## src/rtl/gps_pkg.sv

```systemverilog
// shared types, constants and functions for the granular pitch shifter
`timescale 1ns / 1ps

package gps_pkg;

    localparam int SAMPLE_BITS        = 24;
    localparam int WORD_BITS          = 2 * SAMPLE_BITS;
    localparam int RATE_FRAC_BITS     = 16;
    localparam int READ_BITS          = 28;
    localparam int IPART_BITS         = READ_BITS - RATE_FRAC_BITS;
    localparam int SCALE_BITS         = 24;
    localparam int PHASE_BITS         = RATE_FRAC_BITS + SCALE_BITS;
    localparam int ENV_BITS           = 24;
    localparam int ENV_FRAC_BITS      = 23;
    localparam int GLEN_BITS          = 13;
    localparam int HOP_BITS           = 15;
    localparam int HOP_COUNT_BITS     = 14;
    localparam int RATE_BITS          = 18;
    localparam int LIMIT_BITS         = GLEN_BITS + RATE_FRAC_BITS;
    localparam int MUL_A_BITS         = READ_BITS + 1;
    localparam int MUL_B_BITS         = SCALE_BITS + 1;
    localparam int MUL_P_BITS         = MUL_A_BITS + MUL_B_BITS;
    localparam int CFG_INDEX_BITS     = 3;
    localparam int CFG_DATA_BITS      = 24;
    localparam int DEF_BUFFER_DEPTH   = 4096;
    localparam int DEF_ENV_TABLE_BITS = 10;

    localparam logic [HOP_BITS-1:0] HOP_MAX = HOP_BITS'(16384);

    localparam logic [CFG_INDEX_BITS-1:0] CFG_ENABLE     = 3'd0;
    localparam logic [CFG_INDEX_BITS-1:0] CFG_GRAIN_SIZE = 3'd1;
    localparam logic [CFG_INDEX_BITS-1:0] CFG_HOP_SIZE   = 3'd2;
    localparam logic [CFG_INDEX_BITS-1:0] CFG_RATE       = 3'd3;
    localparam logic [CFG_INDEX_BITS-1:0] CFG_ENV_SCALE  = 3'd4;

    localparam logic signed [SAMPLE_BITS-1:0] SAMPLE_MAX = {1'b0, {(SAMPLE_BITS-1){1'b1}}};
    localparam logic signed [SAMPLE_BITS-1:0] SAMPLE_MIN = {1'b1, {(SAMPLE_BITS-1){1'b0}}};

    localparam logic [63:0] PI_Q30  = 64'd3373259426;
    localparam logic [63:0] ONE_Q30 = 64'd1 << 30;
    localparam logic [63:0] ENV_ONE = 64'd1 << ENV_FRAC_BITS;

    typedef enum logic [3:0] {
        ST_IDLE,
        ST_WRITE,
        ST_RD0,
        ST_RD1,
        ST_IL,
        ST_IR,
        ST_BL,
        ST_BR,
        ST_FIN,
        ST_DONE
    } gps_state_t;

    typedef struct packed {
        logic                  enable;
        logic [GLEN_BITS-1:0]  glen;
        logic [HOP_BITS-1:0]   hop;
        logic [RATE_BITS-1:0]  rate;
        logic [SCALE_BITS-1:0] env_scale;
    } cfg_t;

    function automatic logic signed [SAMPLE_BITS-1:0] sat_sample(
        input logic signed [SAMPLE_BITS+1:0] v
    );
        if (v > SAMPLE_MAX)
        begin
            return SAMPLE_MAX;
        end
        else if (v < SAMPLE_MIN)
        begin
            return SAMPLE_MIN;
        end
        return v[SAMPLE_BITS-1:0];
    endfunction

    // sin^2 by integer taylor series in q2.30, evaluated at elaboration
    function automatic logic [ENV_BITS-1:0] hann_entry(
        input int unsigned k,
        input int unsigned tb
    );
        logic [63:0] full;
        logic [63:0] kk;
        logic [63:0] t;
        logic [63:0] a;
        logic [63:0] a2;
        logic [63:0] p;
        logic [63:0] s;
        logic [63:0] e;
        full = 64'd1 << tb;
        kk   = 64'(k);
        t    = (kk < full - kk) ? kk : full - kk;
        a    = (t * PI_Q30) >> tb;
        a2   = (a * a) >> 30;
        p    = ONE_Q30;
        p    = ONE_Q30 - ((a2 * p) >> 30) / 64'd110;
        p    = ONE_Q30 - ((a2 * p) >> 30) / 64'd72;
        p    = ONE_Q30 - ((a2 * p) >> 30) / 64'd42;
        p    = ONE_Q30 - ((a2 * p) >> 30) / 64'd20;
        p    = ONE_Q30 - ((a2 * p) >> 30) / 64'd6;
        s    = (a * p) >> 30;
        if (s > ONE_Q30)
        begin
            s = ONE_Q30;
        end
        e = (s * s + (64'd1 << 36)) >> 37;
        if (e > ENV_ONE)
        begin
            e = ENV_ONE;
        end
        return e[ENV_BITS-1:0];
    endfunction

endpackage

```

## src/rtl/gps_mul.sv

```systemverilog
// shared signed multiplier with registered product
`timescale 1ns / 1ps

module gps_mul (
    input  logic                                  clk,
    input  logic signed [gps_pkg::MUL_A_BITS-1:0] a,
    input  logic signed [gps_pkg::MUL_B_BITS-1:0] b,
    output logic signed [gps_pkg::MUL_P_BITS-1:0] prod
);
    import gps_pkg::*;

    always_ff @(posedge clk)
    begin
        prod <= MUL_P_BITS'(a) * MUL_P_BITS'(b);
    end

endmodule

```

## config.mk

```make
export PLATFORM = sky130hd
export DESIGN_NAME = gps_mul
export DESIGN_NICKNAME = d
export VERILOG_FILES = /design/src/rtl/gps_pkg.sv /design/src/rtl/gps_mul.sv
export SDC_FILE = /design/constraint.sdc
export NUM_CORES = 2
export LEC_CHECK = 0
export ABC_AREA = 1
export BUFFER_PORTS_ARGS = -buffer_cell sky130_fd_sc_hd__buf_4
export CELL_PAD_IN_SITES_DETAIL_PLACEMENT = 0
export CELL_PAD_IN_SITES_GLOBAL_PLACEMENT = 1
export CORE_MARGIN = 2
export CORE_UTILIZATION = 30
export DETAILED_ROUTE_END_ITERATION = 16
export PLACE_DENSITY = 0.59
export SLEW_MARGIN = 20
export SYNTH_ARGS = -nofsm -noshare
export SYNTH_HDL_FRONTEND = slang
export SYNTH_SLANG_ARGS = --single-unit
```

## constraint.sdc

```tcl
create_clock -name clk -period 21.5 [get_ports clk]
set_clock_uncertainty 0.2 [all_clocks]
set_input_delay 2.15 -clock clk [delete_from_list [all_inputs] [get_ports clk]]
set_output_delay 2.15 -clock clk [all_outputs]
set_load 0.01 [all_outputs]
```

## Yosys cells after proc, flatten, opt, wreduce, memory -nomap -nowiden

Index checks and enable logic that the tools add are counted.

| word-level totals | value |
|---|---|
| word-level logic and storage cells | 2 |
| output and inout port bits | 54 |
| bits in registers | 54 |

| cells by class | value |
|---|---|
| $mul | 1 |

Operators by type and width:

| operator | count |
|---|---|
| $mul 29x25->54 | 1 |

## Logic depth before layout (Yosys ltp)

| depth | value |
|---|---|
| depth in word-level cells | 1 |
| depth in mapped cells | 30 |
| depth with buffers taken out | 28 |

## Least setup slack after synthesis

Ideal clock, no wire load.

| timing path | value |
|---|---|
| kind | input -> register |
| start | in b[7] in the netlist's numbering |
| end | reg prod[53] in the netlist's numbering |
| library setup time | 112 ps |
| buffers on the path | 2 |
| setup slack | 13222 ps |
| required time | 21188 ps |
| arrival time | 7966 ps |
| stages | 25 |
| cell sequence | clkbuf_1 buf_1 nand2_1 inv_1 fa_1 inv_1 fa_1 inv_1 fa_1 inv_1 fa_1 inv_1 fa_1 inv_1 fa_1 inv_1 fa_1 ha_1 nand2_1 nor3_1 nand2_1 nor2_1 nand2_1 nand3_1 nand2_1 |

| on the way | value |
|---|---|
| cells in the longest elaborated chain, start to end | 1 |

Ends and longest elaborated chain:

| item | line | text |
|---|---|---|
| start: declaration | gps_mul.sv:7 | `input logic signed [gps_pkg::MUL_B_BITS-1:0] b,` |
| $mul 29x25->54 | gps_mul.sv:14 | `prod <= MUL_P_BITS'(a) * MUL_P_BITS'(b);` |
| end signal: assignment | gps_mul.sv:14 |  |
| end: declaration | gps_mul.sv:8 | `output logic signed [gps_pkg::MUL_P_BITS-1:0] prod` |

Every way passes these cells.

## Final worst setup path

| timing path | value |
|---|---|
| start | in b[1] in the netlist's numbering |
| end | reg prod[46] in the netlist's numbering |

Same word-level chain as after synthesis.

==> impl_metrics.yaml <==
clock_tree:
  cts_buffers: 5
  cts_tree: "built"
  cts.sinks: 54
  hold_buffers: 0
  ctsHtreeMaxLevel: 2
  cts_buffer_depth: 2
  postCtsSetupRepairBufs: 0
  cts.clk_slew.worst_paths_ps: 100
  cts_root_buffer: "clkbuf_16"
  cts_resized: 0
worst_hold_path:
  min_to: "prod[0]$_DFF_P_"
  hold_class: "in -> reg"
  hold_depth: 3
  min_from: "a[0]"
layout:
  finish.utilization_pct: 32.4
  largest_registers: "prod: 54 flops"
  largest_reg_flops: 54
  synthToLayoutAreaGrowth_pct: 6.75
  fin_area_sq_um: 31400
  top_register: "prod"
  final_layout_size_suffix_gt1_share_pct: 4.43
  diodes: 0
  final_nets: 4767
floorplan:
  rows: 114
  die-area_sq_um: 101000
  die-width_um: 317
  core_sq_um: 97000
  die-height_um: 317
  start_util_pct: 30.3
  io_pins: 109
sta:
  final_hold_viol_count: 0
  fin_crit_ps: 8790
  timing.fmax_ghz: 0.114
  grt_setup_unrepaired: "no"
  setup_tns_ps: 0
  fin_crit_sh_pct: 40.9
  worstMarginPinSlew_ps: 852
  drv_slew: 0
  maxSlewHeadroom_pct: 43.1
  finalSetupViolations: 0
synth:
  yosysWarnings: 0
  synth-seq-area-share_pct: 3.67
  netlist-cell-type-count: 32
  synthesis.nets: 4812
  synth.ff_latch_count: 54
  netlist_instances: 3858
  synth_area_sq_um: 29400
  syn_area_per_cell_sq_um: 7.63
route:
  first_iter_violations: 1327
  drt-pass1-iter-count: 5
  drtAntennaViolNets: 0
  viasPerCell: 4.28
  wl_per_cell_um: 17.2
  drcViolationCount: 0
  vias: 21787
  finalWirelength_um: 87600
outcome:
  status: "finished, final reports clean"
worst_setup_path:
  startpoint_type: "input pin"
  worstPathRequired_ps: 21530
  path_max_fanout: 29
  cp-end-kind: "flip-flop"
  critPathKind: "in -> reg"
  worstPathArrival_ps: 8820
global_route:
  grt-ovfl-total: 0
  grt_max_degree: 30
  grt_pass1_wl_um: 143000
  grt_util_met1_pct: 28.7
  grt_use_total_pct: 18.6
  antenna_found_initial: 1
  grt.busiest_layer: "met2"
  grt_pass1_vias: 24291
  grt_use_met3_pct: 1.77
  met2_usage_pct: 28.8
place:
  dpl_cell_area_sq_um: 31200
  routabilityCongestion: 0.885
  port_buffers: 108
  dp_hpwl_um: 75600
job:
  max_cap_violations: 0
-- synthesized netlist by cell type --
master	n	area share, %
and3_1	1	0.021
and2_1	1	0.021
nor2_2	10	0.21
o21ai_0	9	0.15
nor3_1	6	0.10
a21oi_1	37	0.63
inv_1	1280	16
ha_1	149	6.3
o21bai_1	6	0.15
nand4_1	20	0.43
nor2_1	121	1.5
inv_2	5	0.064
nand3_4	1	0.060
fa_1	750	51
nor2_4	4	0.15
nand2_4	2	0.077
clkbuf_1	145	1.8
dfxtp_1	54	3.7
nor3_2	2	0.068
nand3b_4	1	0.068
a21o_1	1	0.026
xnor2_1	7	0.21
nand3b_1	1	0.026
a21oi_2	2	0.060
nand2_1	1132	14
nand2_2	13	0.28
or2_2	6	0.13
nand3_1	46	0.78
buf_1	17	0.22
nand3_2	5	0.17
xor2_1	21	0.63
a21boi_0	3	0.077
-- cells by family after synthesis --
logic type	after synthesis	synth area share (%)
adder cells (fa/ha/maj)	899	57.4
XOR/XNOR	28	0.833
AO/OA/AOI/OAI	58	1.10
AND/OR/NAND/NOR	1372	18.6
flip-flops	54	3.67
buffers and inverters	1447	18.5
-- worst max-delay path, stage by stage --
cell and delay, ps:
buf_4 300, nand2_1 160, inv_1 150, fa_1 560, fa_1 500, fa_1 1060, inv_1 400, fa_1 580
inv_1 50, fa_1 540, inv_1 50, fa_1 470, inv_1 40, ha_1 410, nand2_1 130, nor2_1 220
nand2_1 190, nor3_2 280, nand4_1 250, nand4_1 160, nand2_1 80
-- worst max path at each step --
| stage | startpoint | to | cells past startpoint |
|---|---|---|---|
| final | b[1] | prod[46]$_DFF_P_ | 21 |
| after global routing | b[1] | prod[46]$_DFF_P_ | 21 |
| after CTS | b[1] | prod[46]$_DFF_P_ | 21 |
| after detailed placement | b[1] | prod[46]$_DFF_P_ | 21 |
| after global placement | b[1] | prod[40]$_DFF_P_ | 21 |
| after floorplan | b[7] | prod[53]$_DFF_P_ | 25 |
-- layout make-up --
class                   instances  area (sq um)
inverters                    1285          4820
clock buffers                   5           125
clock inverters                 3          47.5
repair buffers                110           826
fillers                     10529         65600
multi-input cells            2357         22900
flip-flops and latches         54          1080
well taps                    1276          1600
-- routing by layer --
metal / wire length (um) / share of wire, %
met3: 4040 / 4.6
met5: 0 / 0
met4: 1130 / 1.3
met2: 38100 / 43
met1: 44400 / 51
-- through the flow --
step / hold slack (ps) / worst slack, ps / std cells
floorplan: 2230 / 13220 / 3858
global placement: 2340 / 12300 / 5082
detailed placement: 2340 / 12350 / 5082
CTS: 2040 / 12680 / 5090
global route: 2070 / 12260 / 5090
finish: 2050 / 12710 / 5090
-- cells in the final DEF (no fill, tap or decap), types with 2 or more instances in the layout --
master     netlist  layout
inv_1         1280    1280
a21oi_1         37      37
a21oi_2          2       2
nand4_1         20      20
dfxtp_1         54      54
nor2_2          10      10
nor3_2           2       2
o21bai_1         6       6
xnor2_1          7       7
nor3_1           6       6
nand2_2         13      13
buf_4            0     110
inv_2            5       5
o21ai_0          9       9
or2_2            6       6
nand3_2          5       5
a21boi_0         3       3
clkbuf_16        0       5
xor2_1          21      21
fa_1           750     750
ha_1           149     149
nand2_4          2       2
nand2_1       1132    1132
nand3_1         46      46
nor2_4           4       4
nor2_1         121     121
Power is not shown: default switching activity piles up to over one toggle a cycle in this logic, so the estimate is an artifact.
