## src/rtl/gps_pkg.sv

```systemverilog
// shared types, constants and functions for the granular pitch shifter
`timescale 1ns / 1ps

package gps_pkg;

    localparam int SAMPLE_BITS        = 24;
    localparam int WORD_BITS          = 2 * SAMPLE_BITS;
    localparam int RATE_FRAC_BITS     = 16;
    localparam int READ_BITS          = 28;
    localparam int IPART_BITS         = READ_BITS - RATE_FRAC_BITS;
    localparam int SCALE_BITS         = 24;
    localparam int PHASE_BITS         = RATE_FRAC_BITS + SCALE_BITS;
    localparam int ENV_BITS           = 24;
    localparam int ENV_FRAC_BITS      = 23;
    localparam int GLEN_BITS          = 13;
    localparam int HOP_BITS           = 15;
    localparam int HOP_COUNT_BITS     = 14;
    localparam int RATE_BITS          = 18;
    localparam int LIMIT_BITS         = GLEN_BITS + RATE_FRAC_BITS;
    localparam int MUL_A_BITS         = READ_BITS + 1;
    localparam int MUL_B_BITS         = SCALE_BITS + 1;
    localparam int MUL_P_BITS         = MUL_A_BITS + MUL_B_BITS;
    localparam int CFG_INDEX_BITS     = 3;
    localparam int CFG_DATA_BITS      = 24;
    localparam int DEF_BUFFER_DEPTH   = 4096;
    localparam int DEF_ENV_TABLE_BITS = 10;

    localparam logic [HOP_BITS-1:0] HOP_MAX = HOP_BITS'(16384);

    localparam logic [CFG_INDEX_BITS-1:0] CFG_ENABLE     = 3'd0;
    localparam logic [CFG_INDEX_BITS-1:0] CFG_GRAIN_SIZE = 3'd1;
    localparam logic [CFG_INDEX_BITS-1:0] CFG_HOP_SIZE   = 3'd2;
    localparam logic [CFG_INDEX_BITS-1:0] CFG_RATE       = 3'd3;
    localparam logic [CFG_INDEX_BITS-1:0] CFG_ENV_SCALE  = 3'd4;

    localparam logic signed [SAMPLE_BITS-1:0] SAMPLE_MAX = {1'b0, {(SAMPLE_BITS-1){1'b1}}};
    localparam logic signed [SAMPLE_BITS-1:0] SAMPLE_MIN = {1'b1, {(SAMPLE_BITS-1){1'b0}}};

    localparam logic [63:0] PI_Q30  = 64'd3373259426;
    localparam logic [63:0] ONE_Q30 = 64'd1 << 30;
    localparam logic [63:0] ENV_ONE = 64'd1 << ENV_FRAC_BITS;

    typedef enum logic [3:0] {
        ST_IDLE,
        ST_WRITE,
        ST_RD0,
        ST_RD1,
        ST_IL,
        ST_IR,
        ST_BL,
        ST_BR,
        ST_FIN,
        ST_DONE
    } gps_state_t;

    typedef struct packed {
        logic                  enable;
        logic [GLEN_BITS-1:0]  glen;
        logic [HOP_BITS-1:0]   hop;
        logic [RATE_BITS-1:0]  rate;
        logic [SCALE_BITS-1:0] env_scale;
    } cfg_t;

    function automatic logic signed [SAMPLE_BITS-1:0] sat_sample(
        input logic signed [SAMPLE_BITS+1:0] v
    );
        if (v > SAMPLE_MAX)
        begin
            return SAMPLE_MAX;
        end
        else if (v < SAMPLE_MIN)
        begin
            return SAMPLE_MIN;
        end
        return v[SAMPLE_BITS-1:0];
    endfunction

    // sin^2 by integer taylor series in q2.30, evaluated at elaboration
    function automatic logic [ENV_BITS-1:0] hann_entry(
        input int unsigned k,
        input int unsigned tb
    );
        logic [63:0] full;
        logic [63:0] kk;
        logic [63:0] t;
        logic [63:0] a;
        logic [63:0] a2;
        logic [63:0] p;
        logic [63:0] s;
        logic [63:0] e;
        full = 64'd1 << tb;
        kk   = 64'(k);
        t    = (kk < full - kk) ? kk : full - kk;
        a    = (t * PI_Q30) >> tb;
        a2   = (a * a) >> 30;
        p    = ONE_Q30;
        p    = ONE_Q30 - ((a2 * p) >> 30) / 64'd110;
        p    = ONE_Q30 - ((a2 * p) >> 30) / 64'd72;
        p    = ONE_Q30 - ((a2 * p) >> 30) / 64'd42;
        p    = ONE_Q30 - ((a2 * p) >> 30) / 64'd20;
        p    = ONE_Q30 - ((a2 * p) >> 30) / 64'd6;
        s    = (a * p) >> 30;
        if (s > ONE_Q30)
        begin
            s = ONE_Q30;
        end
        e = (s * s + (64'd1 << 36)) >> 37;
        if (e > ENV_ONE)
        begin
            e = ENV_ONE;
        end
        return e[ENV_BITS-1:0];
    endfunction

endpackage

```

## src/rtl/gps_cfg_regs.sv

```systemverilog
// configuration registers with range clamping of grain and hop length
`timescale 1ns / 1ps

module gps_cfg_regs #(
    parameter int BUFFER_DEPTH = gps_pkg::DEF_BUFFER_DEPTH
) (
    input  logic                               clk,
    input  logic                               rst_n,
    input  logic                               cfg_wr_en,
    input  logic [gps_pkg::CFG_INDEX_BITS-1:0] cfg_index,
    input  logic [gps_pkg::CFG_DATA_BITS-1:0]  cfg_data,
    output gps_pkg::cfg_t                      cfg
);
    import gps_pkg::*;

    logic                  enable_reg;
    logic [GLEN_BITS-1:0]  grain_size_reg;
    logic [HOP_BITS-1:0]   hop_size_reg;
    logic [RATE_BITS-1:0]  rate_reg;
    logic [SCALE_BITS-1:0] env_scale_reg;

    always_ff @(posedge clk or negedge rst_n)
    begin
        if (!rst_n)
        begin
            enable_reg     <= 1'b0;
            grain_size_reg <= GLEN_BITS'(1440);
            hop_size_reg   <= HOP_BITS'(64);
            rate_reg       <= RATE_BITS'(65536);
            env_scale_reg  <= SCALE_BITS'(11651);
        end
        else if (cfg_wr_en)
        begin
            case (cfg_index)
                CFG_ENABLE:     enable_reg     <= cfg_data[0];
                CFG_GRAIN_SIZE: grain_size_reg <= cfg_data[GLEN_BITS-1:0];
                CFG_HOP_SIZE:   hop_size_reg   <= cfg_data[HOP_BITS-1:0];
                CFG_RATE:       rate_reg       <= cfg_data[RATE_BITS-1:0];
                CFG_ENV_SCALE:  env_scale_reg  <= cfg_data[SCALE_BITS-1:0];
                default:        ;
            endcase
        end
    end

    always_comb
    begin
        cfg.enable    = enable_reg;
        cfg.rate      = rate_reg;
        cfg.env_scale = env_scale_reg;
        if (grain_size_reg == '0)
        begin
            cfg.glen = GLEN_BITS'(1);
        end
        else if (32'(grain_size_reg) > 32'(BUFFER_DEPTH))
        begin
            cfg.glen = GLEN_BITS'(BUFFER_DEPTH);
        end
        else
        begin
            cfg.glen = grain_size_reg;
        end
        if (hop_size_reg == '0)
        begin
            cfg.hop = HOP_BITS'(1);
        end
        else if (hop_size_reg > HOP_MAX)
        begin
            cfg.hop = HOP_MAX;
        end
        else
        begin
            cfg.hop = hop_size_reg;
        end
    end

endmodule

```

## config.mk

```make
export PLATFORM = sky130hd
export DESIGN_NAME = gps_cfg_regs
export DESIGN_NICKNAME = d
export VERILOG_FILES = /design/src/rtl/gps_pkg.sv /design/src/rtl/gps_cfg_regs.sv
export SDC_FILE = /design/constraint.sdc
export NUM_CORES = 1
export LEC_CHECK = 0
export BUFFER_PORTS_ARGS = -buffer_cell sky130_fd_sc_hd__buf_2
export CORE_MARGIN = 2
export CORE_UTILIZATION = 30
export CTS_CLUSTER_SIZE = 40
export DETAILED_ROUTE_END_ITERATION = 8
export SYNTH_ARGS = -nofsm -noshare
export SYNTH_HDL_FRONTEND = slang
export SYNTH_SLANG_ARGS = --single-unit
export TNS_END_PERCENT = 30
```

## constraint.sdc

```tcl
create_clock -name clk -period 1.9 [get_ports clk]
set_input_delay 0.38 -clock clk [delete_from_list [all_inputs] [get_ports clk]]
set_output_delay 0.38 -clock clk [all_outputs]
set_load 0.03 [all_outputs]
```

## Word level (Yosys, flattened, before mapping)

Index checks and enable logic that the tools add are counted.

| cells by class | value |
|---|---|
| $lt $le $gt $ge | 2 |
| equality and inequality tests | 4 |
| muxes and demuxes | 4 |
| reduce and logical (&&, ||, !) cells | 8 |

Operators by type and width:

| kind | number |
|---|---|
| 2-to-1 mux 15 bit | 2 |
| 2-to-1 mux 13 bit | 2 |
| greater-than comparator 15 bit, second input constant | 1 |
| logical NOT 15 bit | 1 |
| greater-than comparator 13 bit, second input constant | 1 |
| logical NOT 13 bit | 1 |
| AND reduction 2 bit | 5 |
| == test 3 x 2 -> 1 bit, second input constant | 2 |
| == test 3 x 1 -> 1 bit, second input constant | 1 |
| == test 3 bit, second input constant | 1 |
| logical NOT 3 bit | 1 |

| word-level totals | value |
|---|---|
| register bits after elaboration | 71 |
| output and inout port bits | 71 |
| logic and storage cells | 23 |

## Logic depth before layout (Yosys ltp)

Gate-level depths: netlist (run 1).

| logic depth | value |
|---|---|
| word-level depth | 3 |
| mapped depth | 4 |

## Worst setup path after synthesis (run 1)

Ideal clock, no wire load.

| path | value |
|---|---|
| kind | register to output |
| start | reg hop_size_reg[2] |
| end | out cfg[42] (netlist bit) |
| arrival time | 1.175 ns |
| data required time | 1.520 ns |
| setup slack | 0.345 ns |
| stages on the path, launching flop included | 4 |
| path buffers | 0 |
| path through | dfrtp_1 > nor4_1 > a41oi_1 > nor2_1 |

RTL lines:

| element | line | source |
|---|---|---|
| start, declared | gps_cfg_regs.sv:18 | `logic [HOP_BITS-1:0] hop_size_reg;` |
| start signal, assigned | gps_cfg_regs.sv:37 | `CFG_HOP_SIZE: hop_size_reg <= cfg_data[HOP_BITS-1:0];` |
| end, declared | gps_cfg_regs.sv:12 | `output gps_pkg::cfg_t cfg` |

==> summary.md, run 1 <==
| Metric | Value |
|---|---|
| Status | finished, violations left |
| Failing checks | negative setup slack |
| Max Fclk | 511 MHz |
| Starting Density | 30.8% |
| Post-synthesis simple-gate area fraction | 9.14% |
| # DRC | 0 |
| Unrepaired setup endpoints after global routing | true |
| Utilization after layout | 40.3% |
| CTS tree | built |
| Proportion of synthesized area in mux cells | 27.8% |
| Placed Cells | 421 |
| Pwr/cell area | 1310 nW/µm² |
| Setup WS pre-CTS | 0.228 ns |
| IO Port Bufs | 100 |
| CTS Buffer Depth | 2 |
| Hold WS | 0.270 ns |
| Slew Limit Fails | 0 |
| Psw | 1.82 mW |
| Post-synth cell types | 21 |
| GP Congestion | 0.788 |
| Vias | 1937 |
| Combinational share of power | 32.0% |
| Clock Skew | 0 ns |
| Worst supply voltage drop on vdd | 0.000389 V |
| CP Max Fanout | 3 |
| Final Setup Violations | 1 |
| Total CTS buffers | 9 |
| Grt ovf | 0 |
| Final WS setup | -0.0560 ns |
| Synth Area in Compound Gates | 0.499% |
| Post-Synthesis Cells | 194 |
| H-tree depth | 3 |
| Largest family of logic cells by synthesized area | multiplexers |
| Die footprint | 10900 µm² |
| Hpwl dp | 4910 µm |
| Critical path type | reg2out |
| Part of the power in registers | 41.6% |
| GRT Util Overall | 13.5% |
| Total Wirelength | 6660 µm |
| Synth Cell Area | 3010 µm² |
| Synthesis Warnings | 0 |
| Total I/O pin count | 101 |
| Leakage Power | 1.84 nW |
| Area grow syn2layout | 30.7% |
| Die width | 104 µm |
| Synthesized net count | 224 |
| Worst setup EP type | output pin |
| Largest net degree at the start of global routing | 32 |
| Worst-path clk slew | 0.07 ns |
| Arr. time, crit path | 1.58 ns |
| Initial antenna violation count | 0 |
| Max Cap Viol | 0 |
| Post-DRT Antenna Nets | 0 |
| CP Data Required Time | 1.52 ns |
| Worst skew pair latency | 0.34 ns |
| Antenna fix cells | 0 |
| Share of layout cells above drive strength 1 | 68.9% |
| Least-Margin Pin Slew | 0.411 ns |
| Clock share of power | 26.4% |
| Wire per inst | 15.2 µm |
| Slew headroom | 72.6% |
| Vias in the first global route | 2035 |
| Placeable core area | 9770 µm² |
| Layout Nets | 330 |
| Register area share after synthesis | 59.5% |
| Yosys reg bits | 71 |
| Tmin final | 1.96 ns |
| Final hold violations | 0 |
| Row count | 36 |
| DR vias/cell | 4.42 |
| Syn avg cell area | 15.5 µm² |
| Switching Fraction | 35.4% |
| Period Utilization, post-route | 103% |
| Drt pass-1 iters | 4 |
| Root cell of the clock tree | clkbuf_8 |
| Max FFs per register | 24 |
| Total negative slack | -0.0560 ns |
| Adder-cell area share of the yosys netlist | 0% |
| Non-Filler Instances | 438 |
| Worst min-delay path class | in2reg |
| R2R Setup Slk | 0.93 ns |
| Starting DRC count in detailed routing | 58 |
| # clock sinks | 71 |
| Type of origin of the critical path | flip-flop |
| Internal Pwr Total | 3.32 mW |
| Die H | 104 µm |
| First-pass GRT wire length | 11200 µm |
| Xor and xnor fraction of the mapped netlist area | 0% |
-- metrics by stage --
step	total power, mW	instance area, µm²
after floorplan	3.26	3010
after global placement	3.78	3670
after detailed placement	3.80	3670
after CTS	5.21	3920
after global routing	5.43	3940
final	5.14	3940
-- per-layer routing --
| metal | vias to the layer above | global-route usage, % | part of all wire [%] |
|---|---|---|---|
| li1 | 895 | - | - |
| met1 | 983 | 17.4 | 45 |
| met2 | 54 | 21.0 | 49 |
| met3 | 5 | 4.01 | 5.2 |
| met4 | 0 | 5.79 | 0.90 |
| met5 | - | 0 | 0 |
-- final cells by class --
| type | instances | area [µm²] |
|---|---|---|
| Clock buffer | 13 | 159 |
| Clock inverter | 3 | 65.1 |
| Fill cell | 962 | 5840 |
| Multi-Input combinational cell | 112 | 1170 |
| Sequential cell | 71 | 1790 |
| Tap cell | 133 | 166 |
| Timing Repair Buffer | 106 | 581 |
-- critical path, cell delays in order, from the launching register on --
cell     delay, ns
dfrtp_1       0.42
nor4_4        0.32
a41oi_1       0.15
nor2_1        0.15
buf_4         0.18
-- cell usage after synthesis --
library cell   n  area (µm²)
mux2_2        60         676
dfrtp_1       58        1450
nor2b_1       24         150
dfstp_2       13         342
mux2_4        10         150
clkbuf_1       4        15.0
nor4_1         4        25.0
buf_4          3        22.5
buf_6          3        33.8
nor2_1         3        11.3
nor3_1         2        10.0
a31oi_1        1        6.26
a41oi_1        1        8.76
and4bb_4       1        16.3
buf_12         1        20.0
mux2_1         1        11.3
nand2_1        1        3.75
nand4b_4       1        23.8
nor3_4         1        16.3
nor4b_1        1        8.76
nor4bb_1       1        10.0
-- repair_timing --
action | in CTS | in global routing
hold buffers | 1 | 0
gates resized for setup | 4 | 3
gates cloned | 0 | 0
setup endpoints to repair | 2 | 5
pin swaps | 1 | 1
endpoints found under the hold margin | 26 | 0
buffers inserted | 0 | 0
-- cells in the final DEF (no fill, tap or decap), drive strengths merged, types with 2 or more instances in the layout --
cell type / n
dfrtp: 58
nor2: 3
nor4: 4
dfstp: 13
bufinv: 2
clkbuf: 13
mux2: 71
nor2b: 24
nor3: 3
buf: 105
-- power by group through the flow --
stage	Combinational [mW]	Clock (mW)	Sequential, mW
after floorplan	0.779	0	2.48
after CTS	1.67	1.42	2.13
after detailed placement	1.65	0	2.15
after global routing	1.74	1.49	2.19
final	1.65	1.36	2.13
after global placement	1.64	0	2.13
-- final timing paths --
check,cells past startpoint,end,startpoint
max reg2reg,1,grain_size_reg[12],grain_size_reg[12]
max in group asynchronous,3,env_scale_reg[10],rst_n
max,4,cfg[42],hop_size_reg[5]
min in group asynchronous,2,rate_reg[2],rst_n
min,2,env_scale_reg[22],cfg_data[22]
min reg2reg,1,env_scale_reg[5],env_scale_reg[5]
-- kinds of logic after synthesis --
family,count (synthesis)
muxes,71
and+or+nand+nor,39
buffers and inverters,11
DFF,71
AOI/OAI and AO/OA,2
(Power assumes the default switching activity.)
==> run 2, diff against run 1 <==
clock period = 2.3 ns   (was 1.9 ns; I/O delays follow)
==> run 2 against run 1 <==
The flow now finishes without violations. Total power fell by 23%. Setup slack improved by 0.24 ns. Routed wire length fell by 0.50%. Count of clock-buffer cells in the layout fell by 3. Register-to-register slack improved by 0.31 ns. Via count fell by 1.2%. Largest power group unchanged. Sequential share of layout area rose by 1.5 points. Clock power fell by 38%. Utilization fell by 1.3 points. Sequential cell count did not move.
==> summary.md, run 2 (synthesized netlist as in run 1, its figures left out) <==
| Metric | Value |
|---|---|
| Status | completed |
| Setup WS pre-CTS | 0.532 ns (+0.304 ns) |
| Sequential cell area | 1790 µm² (about the same) |
| Root cell of the clock tree | clkbuf_8 |
| Placed Cells | 419 (-0.48%) |
| Worst-path clk slew | 0.07 ns (about the same) |
| Slew headroom | 62.0% (-11 points) |
| Unrepaired setup endpoints after global routing | false |
| Pwr Total | 3.93 mW (-23%) |
| Critical path type | reg2out |
| Setup crit start | hop_size_reg[7] |
| Tmin final | 2.12 ns |
| Starting Density | 30.8% (unchanged) |
| Clock Skew | 0 ns (unchanged) |
| # DRC | 0 (unchanged) |
| First-pass GRT wire length | 10700 µm (-4.1%) |
| Filler cells | 992 (+3.1%) |
| Grt ovf | 0 (unchanged) |
| Max Cap Viol | 0 (unchanged) |
| Setup repair bufs after CTS | 0 (unchanged) |
| CP Max Fanout | 3 (unchanged) |
| Reg2reg start | hop_size_reg[14] |
| CP Capture Point | cfg[42] |
| Placeable core area | 9770 µm² (unchanged) |
| DR vias/cell | 4.40 (-0.56%) |
| Slew Limit Fails | 0 (unchanged) |
| Post-route cell area | 3810 µm² (-3.3%) |
| Final WS setup | 0.185 ns (+0.241 ns) |
| Wire per inst | 15.2 µm (+0.19%) |
| Commonest cells after routing, fill and taps aside | buf_2 (99), mux2_2 (60), dfrtp_1 (58), nor2b_1 (24), dfstp_2 (13) |
| Total Wirelength | 6620 µm (-0.50%) |
| CTS tree | built |
| Least-Margin Pin Slew | 0.570 ns (+0.159 ns) |
| Initial antenna violation count | 0 (unchanged) |
| Pwr/cell area | 1030 nW/µm² (-21%) |
| Max Fclk | 473 MHz |
| Die H | 104 µm (unchanged) |
| Worst setup EP type | output pin |
| Antenna fix cells | 0 (unchanged) |
| Worst skew pair latency | 0.33 ns (about the same) |
| CTS Buffer Depth | 2 (unchanged) |
| # clock sinks | 71 (unchanged) |
| Utilization after layout | 38.9% (-1.3 points) |
| IO Port Bufs | 100 (unchanged) |
| Row count | 36 (unchanged) |
| Total negative slack | 0 ns (+0.0560 ns) |
| Starting DRC count in detailed routing | 38 (-34%) |
| CP Data Required Time | 1.84 ns (+0.32 ns) |
| Area of the multi-input gates | 1140 µm² (-2.4%) |
| Arr. time, crit path | 1.66 ns (+0.08 ns) |
| Max FFs per register | 24 (unchanged) |
| R2R Setup Slk | 1.24 ns (+0.31 ns) |
| Hpwl dp | 4770 µm (-2.9%) |
| GP Congestion | 0.765 (-3.0%) |
| Cts hold-fix bufs | 0 (-1) |
| Non-Filler Instances | 435 (-0.68%) |
| Largest net degree at the start of global routing | 41 (+28%) |
| Leakage Power | 1.78 nW (-2.8%) |
| Max stage delay cell, worst path | dfrtp_1 |
| Type of origin of the critical path | flip-flop |
| Reg2reg end | hop_size_reg[14] |
| Total CTS buffers | 9 (unchanged) |
| Die width | 104 µm (unchanged) |
| Vias in the first global route | 2008 (-1.3%) |
| Final hold violations | 0 (unchanged) |
| Drt pass-1 iters | 4 (unchanged) |
| Worst reg2reg path depth | 1 (unchanged) |
| Period Utilization, post-route | 92.0% |
| Max incr delay on CP | 0.40 ns (-0.02 ns) |
| Total I/O pin count | 101 (unchanged) |
| Worst supply voltage drop on vdd | 0.000328 V (-16%) |
| Most common cell after layout, fill and taps aside | buf_2 |
| Hold WS | 0.102 ns (-0.168 ns) |
| Area grow syn2layout | 26.4% |
| Die footprint | 10900 µm² (unchanged) |
| CP Cell Sequence | nor4_1 > a41oi_1 > nor2_1 > buf_2 |
| Vias | 1913 (-1.2%) |
| Share of layout cells above drive strength 1 | 67.9% (-0.97 points) |
| GRT Util Overall | 12.8% (-0.71 points) |
| Post-cts repair resize count | 0 (-4) |
| Post-DRT Antenna Nets | 0 (unchanged) |
| H-tree depth | 3 (unchanged) |
| Placement Cell Area | 3640 µm² (-0.75%) |
| Final Setup Violations | 0 (-1) |
| Worst min-delay path class | in2async |
| Layout Nets | 327 (-0.91%) |
run 2: critical path: cells and delay by family, from the launching register on:
family / cells / cell delay (ns)
flops: 1 / 0.40
compound gates: 1 / 0.17
simple gates: 2 / 0.54
buf+inv: 1 / 0.22
run 2: layout make-up:
| type | count | share of cell area, % |
|---|---|---|
| Multi-Input combinational cell | 112 | 30.0 |
| Tap cell | 133 | 4.37 |
| Clock buffer | 10 | 3.35 |
| Sequential cell | 71 | 47.1 |
| Clock inverter | 6 | 1.02 |
| Timing Repair Buffer | 103 | 14.1 |
run 2: worst min-delay path by stage:
stage	startpoint	to	slack (ns)	cells past startpoint
3_5_place_dp	env_scale_reg[5]	env_scale_reg[5]	0.47	1
2_1_floorplan	rst_n	enable_reg	0.16	0
5_1_grt	rst_n	env_scale_reg[20]	0.12	1
6_report	rst_n	rate_reg[2]	0.10	1
3_3_place_gp	env_scale_reg[5]	env_scale_reg[5]	0.47	1
4_1_cts	rst_n	rate_reg[2]	0.1	1
run 2: metal layers:
metal / share of wire, % / GRT usage, % / vias up
met3: 5.2 / 4.01 / 6
met1: 46 / 16.6 / 960
li1: - / - / 892
met2: 48 / 20.4 / 55
met4: 0.92 / 3.76 / 0
met5: 0 / 0 / -
run 2: report_power, final:
group	internal, mW	total [mW]	switching (mW)
Combinational	0.498	1.34	0.844
Sequential	1.56	1.75	0.186
Clock	0.387	0.843	0.456
Total	2.44	3.93	1.49
